**src/sv/okvt_pkg.sv**
```systemverilog
// Shared operation codes and chain link type for the ordered key/value table.
package okvt_pkg;

  localparam int PosW    = 8;
  localparam int PosSpan = 1 << PosW;
  localparam int OpW     = 3;

  typedef logic [OpW-1:0] op_t;

  localparam op_t OpInsert = 3'd0;
  localparam op_t OpUpdate = 3'd1;
  localparam op_t OpUpsert = 3'd2;
  localparam op_t OpErase  = 3'd3;
  localparam op_t OpLookup = 3'd4;
  localparam op_t OpRead   = 3'd5;

  // Token that walks the cell chain with one request.
  typedef struct packed {
    logic active;  // token sits at this hop
    logic hit;     // key matched an occupied cell, or index read done
    logic wrote;   // a new pair was placed
  } link_t;

endpackage

```
**src/sv/okvt_cell.sv**
```systemverilog
// One table entry: stores a pair, compares it against the request and shifts on erase.
module okvt_cell #(
  parameter int KEY_BITS   = 32,
  parameter int VALUE_BITS = 32,
  parameter int INDEX      = 0
) (
  input  logic                          clk_i,
  input  logic                          rst_ni,
  input  okvt_pkg::op_t                 op_i,
  input  logic [KEY_BITS-1:0]           key_i,
  input  logic [VALUE_BITS-1:0]         val_i,
  input  logic [okvt_pkg::PosW-1:0]     pos_i,
  input  okvt_pkg::link_t               link_i,
  input  logic [KEY_BITS-1:0]           rkey_i,
  input  logic [VALUE_BITS-1:0]         rval_i,
  output okvt_pkg::link_t               link_o,
  output logic [KEY_BITS-1:0]           rkey_o,
  output logic [VALUE_BITS-1:0]         rval_o,
  input  logic                          nxt_occ_i,
  input  logic [KEY_BITS-1:0]           nxt_key_i,
  input  logic [VALUE_BITS-1:0]         nxt_val_i,
  output logic                          occ_o,
  output logic [KEY_BITS-1:0]           key_o,
  output logic [VALUE_BITS-1:0]         val_o
);
  import okvt_pkg::*;

  logic                  occ_q, occ_d;
  logic [KEY_BITS-1:0]   key_q, key_d;
  logic [VALUE_BITS-1:0] val_q, val_d;
  link_t                 link_q, link_d;
  logic [KEY_BITS-1:0]   rkey_q, rkey_d;
  logic [VALUE_BITS-1:0] rval_q, rval_d;

  logic match, pos_hit, free_slot;

  assign match     = occ_q && (key_q == key_i);
  assign pos_hit   = occ_q && (INDEX < PosSpan) && (pos_i == PosW'(INDEX));
  // first empty cell after all occupied ones, and the key was not seen
  assign free_slot = !occ_q && !link_i.hit && !link_i.wrote;

  always_comb begin
    occ_d  = occ_q;
    key_d  = key_q;
    val_d  = val_q;
    link_d = link_i;
    rkey_d = rkey_i;
    rval_d = rval_i;
    if (link_i.active) begin
      unique case (op_i)
        OpInsert: begin
          if (match) begin
            link_d.hit = 1'b1;
          end else if (free_slot) begin
            occ_d        = 1'b1;
            key_d        = key_i;
            val_d        = val_i;
            link_d.wrote = 1'b1;
          end
        end
        OpUpdate: begin
          if (match) begin
            val_d      = val_i;
            link_d.hit = 1'b1;
          end
        end
        OpUpsert: begin
          if (match) begin
            val_d      = val_i;
            link_d.hit = 1'b1;
          end else if (free_slot) begin
            occ_d        = 1'b1;
            key_d        = key_i;
            val_d        = val_i;
            link_d.wrote = 1'b1;
          end
        end
        OpErase: begin
          // pull the neighbor down from the matching cell onward
          link_d.hit = link_i.hit | match;
          if (occ_q && (link_i.hit || match)) begin
            occ_d = nxt_occ_i;
            key_d = nxt_key_i;
            val_d = nxt_val_i;
          end
        end
        OpLookup: begin
          if (match) begin
            rval_d     = val_q;
            link_d.hit = 1'b1;
          end
        end
        OpRead: begin
          if (pos_hit) begin
            rkey_d     = key_q;
            rval_d     = val_q;
            link_d.hit = 1'b1;
          end
        end
        default: begin
        end
      endcase
    end
  end

  always_ff @(posedge clk_i or negedge rst_ni) begin
    if (!rst_ni) begin
      occ_q  <= 1'b0;
      link_q <= '0;
    end else begin
      occ_q  <= occ_d;
      link_q <= link_d;
    end
  end

  always_ff @(posedge clk_i) begin
    key_q  <= key_d;
    val_q  <= val_d;
    rkey_q <= rkey_d;
    rval_q <= rval_d;
  end

  assign link_o = link_q;
  assign rkey_o = rkey_q;
  assign rval_o = rval_q;
  assign occ_o  = occ_q;
  assign key_o  = key_q;
  assign val_o  = val_q;

endmodule

```
**config.mk**
```make
export PLATFORM = sky130hd
export DESIGN_NAME = okvt_cell
export DESIGN_NICKNAME = d
export VERILOG_FILES = /design/src/sv/okvt_pkg.sv /design/src/sv/okvt_cell.sv
export SDC_FILE = /design/constraint.sdc
export NUM_CORES = 1
export LEC_CHECK = 0
export BUFFER_PORTS_ARGS = -buffer_cell sky130_fd_sc_hd__clkbuf_2
export CAP_MARGIN = 20
export CORE_AREA = 2 2 131 133
export DETAILED_ROUTE_END_ITERATION = 8
export DIE_AREA = 0 0 133 135
export PLACE_DENSITY = 0.71
export SKIP_CTS_REPAIR_TIMING = 1
export SYNTH_ARGS = -nofsm -noshare
export SYNTH_HDL_FRONTEND = slang
export SYNTH_SLANG_ARGS = --single-unit
```
**constraint.sdc**
```tcl
create_clock -name clk_i -period 6.2 [get_ports clk_i]
set_clock_uncertainty 0.1 [all_clocks]
set_input_delay 0.62 -clock clk_i [delete_from_list [all_inputs] [get_ports clk_i]]
set_output_delay 0.62 -clock clk_i [all_outputs]
set_load 0.02 [all_outputs]
```
* Word-level counts from Yosys, hierarchy flattened
Index checks and enable logic that the tools add are counted.
Cells by class: reduce and logical (&&, ||, !) cells 17, bitwise logic cells 1, multiplexer cells 28, equal/unequal tests 11
Operator list (count):
- two-way mux 32 bit | 14
- case mux 32 bit (2 select lines) | 2
- case mux 32 bit (4 select lines) | 1
- == test 32 bit | 1
- AND reduction 5 bit | 2
- logical NOT 8 bit | 1
- two-way mux 1 bit | 8
- != test 2 bit (second input constant) | 4
- == test 3 x 2 -> 1 bit (second input constant) | 2
- == test 3 bit (second input constant) | 2
- logical AND 1 bit | 5
- nonzero test 4 bit | 1
- OR reduction 4 bit | 1
- == test 3 x 1 -> 1 bit (second input constant) | 1
- logical NOT 1 bit | 3
- logical NOT 3 bit | 1
- case mux 1 bit (3 select lines) | 1
- two-way mux 2 bit | 1
- != test 2 x 1 -> 1 bit (second input constant) | 1
- case mux 1 bit (2 select lines) | 1
- nonzero test 2 bit | 1
- OR reduction 2 bit | 1
- logical OR 1 bit | 1
- OR 1 bit | 1
Storage, ports and cells: input bits 209, output and inout port bits 132, word-level logic and storage cells 65, bits in registers 132

* Longest topological paths before layout
depth in word-level cells 7, gate-level depth with buffers 8, mapped depth without buffers 6

* Worst setup path before layout
Ideal clock, no wire load.
path type input-to-reg, from input key_i[7], to register key_q[0], in the netlist key_o[0], enable pin, data required time 5.659 ns, path slack 2.628 ns, setup time 0.441 ns, path buffers 0, arrival time 3.031 ns, cell stages on the path 5, cell sequence xor2_1 nor4_1 and4_1 nand4_1 a31oi_1
Between the ends: word-level cells in the longest chain between the ends 6, elaborated cells on any way between the ends 7, classes of those cells 3 x eq/ne; 4 x reduce/logical
RTL lines:
- from (decl) | line okvt_cell.sv:10 | input logic [KEY_BITS-1:0] key_i,
- == test 32 bit (*) | line okvt_cell.sv:37 | assign match = occ_q && (key_q == key_i);
- logical AND 1 bit (*) | line okvt_cell.sv:37
- logical OR 1 bit | line okvt_cell.sv:81 | if (occ_q && (link_i.hit || match)) begin
- logical AND 1 bit | line okvt_cell.sv:81
- != test 2 bit (no line)
- AND reduction 5 bit (no line) (*)
- to (signal assigned) | line okvt_cell.sv:117 | key_q <= key_d;
- to (decl) | line okvt_cell.sv:29 | logic [KEY_BITS-1:0] key_q, key_d;
Every way passes the cells marked *; elsewhere a longest branch is shown, timed or not. A chain may end at the register's enable or synchronous reset.

* Final worst setup path
from input pos_i[3] (netlist bit), to register rval_q[10], in the netlist rval_o[10]
Between the ends: word-level cells in the longest chain between the ends 5
RTL lines:
- from (decl) | line okvt_cell.sv:12 | input logic [okvt_pkg::PosW-1:0] pos_i,
- logical NOT 8 bit | line okvt_cell.sv:38 | assign pos_hit = occ_q && (INDEX < PosSpan) && (pos_i == PosW'(INDEX));
- logical AND 1 bit | line okvt_cell.sv:38
- two-way mux 32 bit | line okvt_cell.sv:94 | if (pos_hit) begin
- case mux 32 bit (2 select lines) | line okvt_cell.sv:50 | unique case (op_i)
- two-way mux 32 bit | line okvt_cell.sv:49 | if (link_i.active) begin
- via rval_d[10] | line okvt_cell.sv:33 | logic [VALUE_BITS-1:0] rval_q, rval_d;
- to (signal assigned) | line okvt_cell.sv:120 | rval_q <= rval_d;
- to (decl) | line okvt_cell.sv:33
The timed path passes the listed nets, and every way through them passes these cells.

==> results.py <==
metrics = {
    "clock_network": {
        "clk_pin_slew_ps": 60,
        "cts_tree": "built",
        "numCtsBuffers": 17,
        "clock_latency_ps": 410,
        "clock_path_buffers": 2,
        "root_buffer": "clkbuf_16",
        "cts_sinks": 132,
        "cts_max_level": 4,
    },
    "place": {
        "dp_slack_ps": 2597,
        "io_buffers": 340,
        "dpl.hpwl_um": 13520,
        "finalWeightedCongestion": 0.7977,
        "placed_area_sq_um": 7687,
    },
    "synthesis": {
        "syn_nets": 615,
        "ys_warn_count": 0,
        "synth_cell_types": 36,
        "syn_avg_cell_area_sq_um": 14.20,
        "synthesis.area_sq_um": 5767,
        "netlist_instances": 406,
        "ys_seq_area_share_pct": 57.28,
        "synth_seq_cells": 132,
        "synth-xor-area-share_pct": 4.708,
        "synth_mux_area_share_pct": 20.31,
        "synth_top_family_by_area": "multiplexers",
        "synthArstFlopShare_pct": 3.030,
        "synth_edf_count": 64,
        "synth_ff_type": "edfxtp_1",
        "synthSimpleGateAreaFrac_pct": 7.919,
        "synthAdderAreaFrac_pct": 0,
        "synth_compound_area_share_pct": 7.442,
    },
    "cells_and_area": {
        "fill_cells": 1463,
        "final_common_cell": "clkbuf_2",
        "final_nets": 956,
        "layout-drive-gt1-share_pct": 62.89,
        "mostFrequentLayoutCells": "340 x clkbuf_2, 64 x mux2_2, 64 x edfxtp_1, 64 x dfxtp_1",
        "num_antenna_cells": 0,
        "areaGrowthSynthToFinish_pct": 44.07,
        "multi_input_area_sq_um": 2374,
        "finalInstanceArea_sq_um": 8308,
        "final_core_util_pct": 50.64,
        "final-seq-area_sq_um": 3303,
    },
    "critical_path": {
        "required_ps": 6400,
        "worst_ep_arrival_time_ps": 3120,
        "critPathCaptureType": "flop",
        "crit_type": "in -> reg",
        "crit_fanout": 35,
        "crit_path_start_kind": "primary input",
    },
    "sta": {
        "timing.fmax_ghz": 0.3422,
        "tightest_slew_ps": 1064,
        "min_period_ps": 2922,
        "hold_violations": 0,
        "layout_setup_ws_ps": 3278,
        "slew_violations": 0,
        "slew_headroom_pct": 29.04,
        "final.setup.tns_ps": 0,
        "period_share_pct": 47.14,
        "rsz0062_at_grt": "false",
        "setup_viol": 0,
    },
    "global_routing": {
        "grt_pass1_vias": 4789,
        "antenna_found_initial": 0,
        "gr-total-overflow": 0,
        "grt_start_max_net_pins": 42,
        "grt_pass1_wl_um": 25890,
        "grt.total_usage_pct": 19.14,
    },
    "floorplan": {
        "die_x_um": 133,
        "row_count": 47,
        "core_area_sq_um": 16410,
        "die_area_sq_um": 17960,
        "initial_core_util_pct": 35.15,
        "die_h_um": 135,
        "io_pins": 341,
    },
    "run": {
        "cap_violations": 0,
    },
    "power": {
        "vdd_drop_max_mv": 0.1727,
        "total_power_mw": 2.306,
        "p_leak_nw": 3.960,
        "power_density_nw_per_um2": 277.5,
    },
    "routing": {
        "drc_errors": 0,
        "drt-total-wl_um": 17520,
        "firstDrtPassIters": 5,
        "antenna_left": 0,
        "vias": 4723,
        "wl_per_cell_um": 17.88,
        "routed_via_density": 4.819,
        "drt-initial-drc-count": 202,
    },
    "hold_path": {
        "hold_class": "in -> reg",
    },
    "outcome": {
        "outcome": "complete, no violations",
    },
}
==> final cells by class <==
cell class	instances	share of cell area, %
clock buffer	19	5.331
clock inverter	13	1.777
inverter	3	0.1355
multi-input combinational	248	28.57
sequential	132	39.76
tap	220	3.313
timing repair buffer	345	21.11
==> registers in the layout, summed over array words and instances, names as in the netlist <==
name,count
link_o,3
key_o,32
rkey_o,32
occ_o,1
rval_o,32
val_o,32
==> where the power goes <==
part           internal [mW]  switching, mW
Combinational          0.148          0.160
Sequential             0.967         0.0283
Clock                  0.609          0.394
==> worst paths after layout <==
path,from,end,slack (ps),cells past startpoint
max,pos_i[3],rval_o[10],3280,6
min,link_i[2],link_o[2],290,1
max reg2reg,key_o[27],rval_o[10],3300,6
min reg2reg,val_o[31],rval_o[31],440,1
max in group asynchronous,rst_ni,link_o[1],5420,2
min in group asynchronous,rst_ni,link_o[0],450,2
==> cells in the mapped netlist (2+ instances only) <==
| cell | count | area (sq um) |
|---|---|---|
| a21oi_1 | 3 | 15.01 |
| a221o_1 | 33 | 330.3 |
| and3_1 | 33 | 206.5 |
| and4_1 | 2 | 17.52 |
| buf_2 | 12 | 60.06 |
| buf_6 | 3 | 33.78 |
| clkbuf_1 | 8 | 30.03 |
| dfrtp_1 | 4 | 100.1 |
| dfxtp_1 | 64 | 1281 |
| edfxtp_1 | 64 | 1922 |
| inv_1 | 3 | 11.26 |
| mux2_2 | 64 | 720.7 |
| mux2_4 | 30 | 450.4 |
| nand2_1 | 9 | 33.78 |
| nand3_1 | 5 | 25.02 |
| nand4_1 | 4 | 25.02 |
| nor2_1 | 6 | 22.52 |
| nor2b_1 | 2 | 12.51 |
| nor3_1 | 2 | 10.01 |
| nor4_1 | 4 | 25.02 |
| o21ai_0 | 7 | 35.03 |
| xnor2_1 | 14 | 122.6 |
| xor2_1 | 17 | 148.9 |
==> per-layer routing <==
layer | track usage, % | vias up | wire [um]
met3 | 6.569 | 20 | 1612
met4 | 8.423 | 0 | 393
li1 | - | 2243 | -
met2 | 32.96 | 256 | 8880
met1 | 21.59 | 2204 | 6639
met5 | 0 | - | 0
==> worst max-delay path: stages <==
cell,delay [ps]
clkbuf_2,80
or4_4,530
nor4_4,310
nand3_4,470
o21a_2,650
mux2_4,430
==> kinds of logic (layout without fill, tap and decap cells) <==
| logic type | after synthesis | count (layout) |
|---|---|---|
| flops | 132 | 132 |
| buf+inv | 26 | 380 |
| compound gates | 49 | 49 |
| simple gates | 74 | 74 |
| xor+xnor | 31 | 31 |
| mux | 94 | 94 |
==> metrics by stage <==
stage	hold WS, ps	cells
2_1_floorplan	224.4	406
3_3_place_gp	334.7	946
3_5_place_dp	335.5	946
4_1_cts	-118.6	978
5_1_grt	281.4	980
6_report	293.5	980
(Power assumes the default switching activity.)
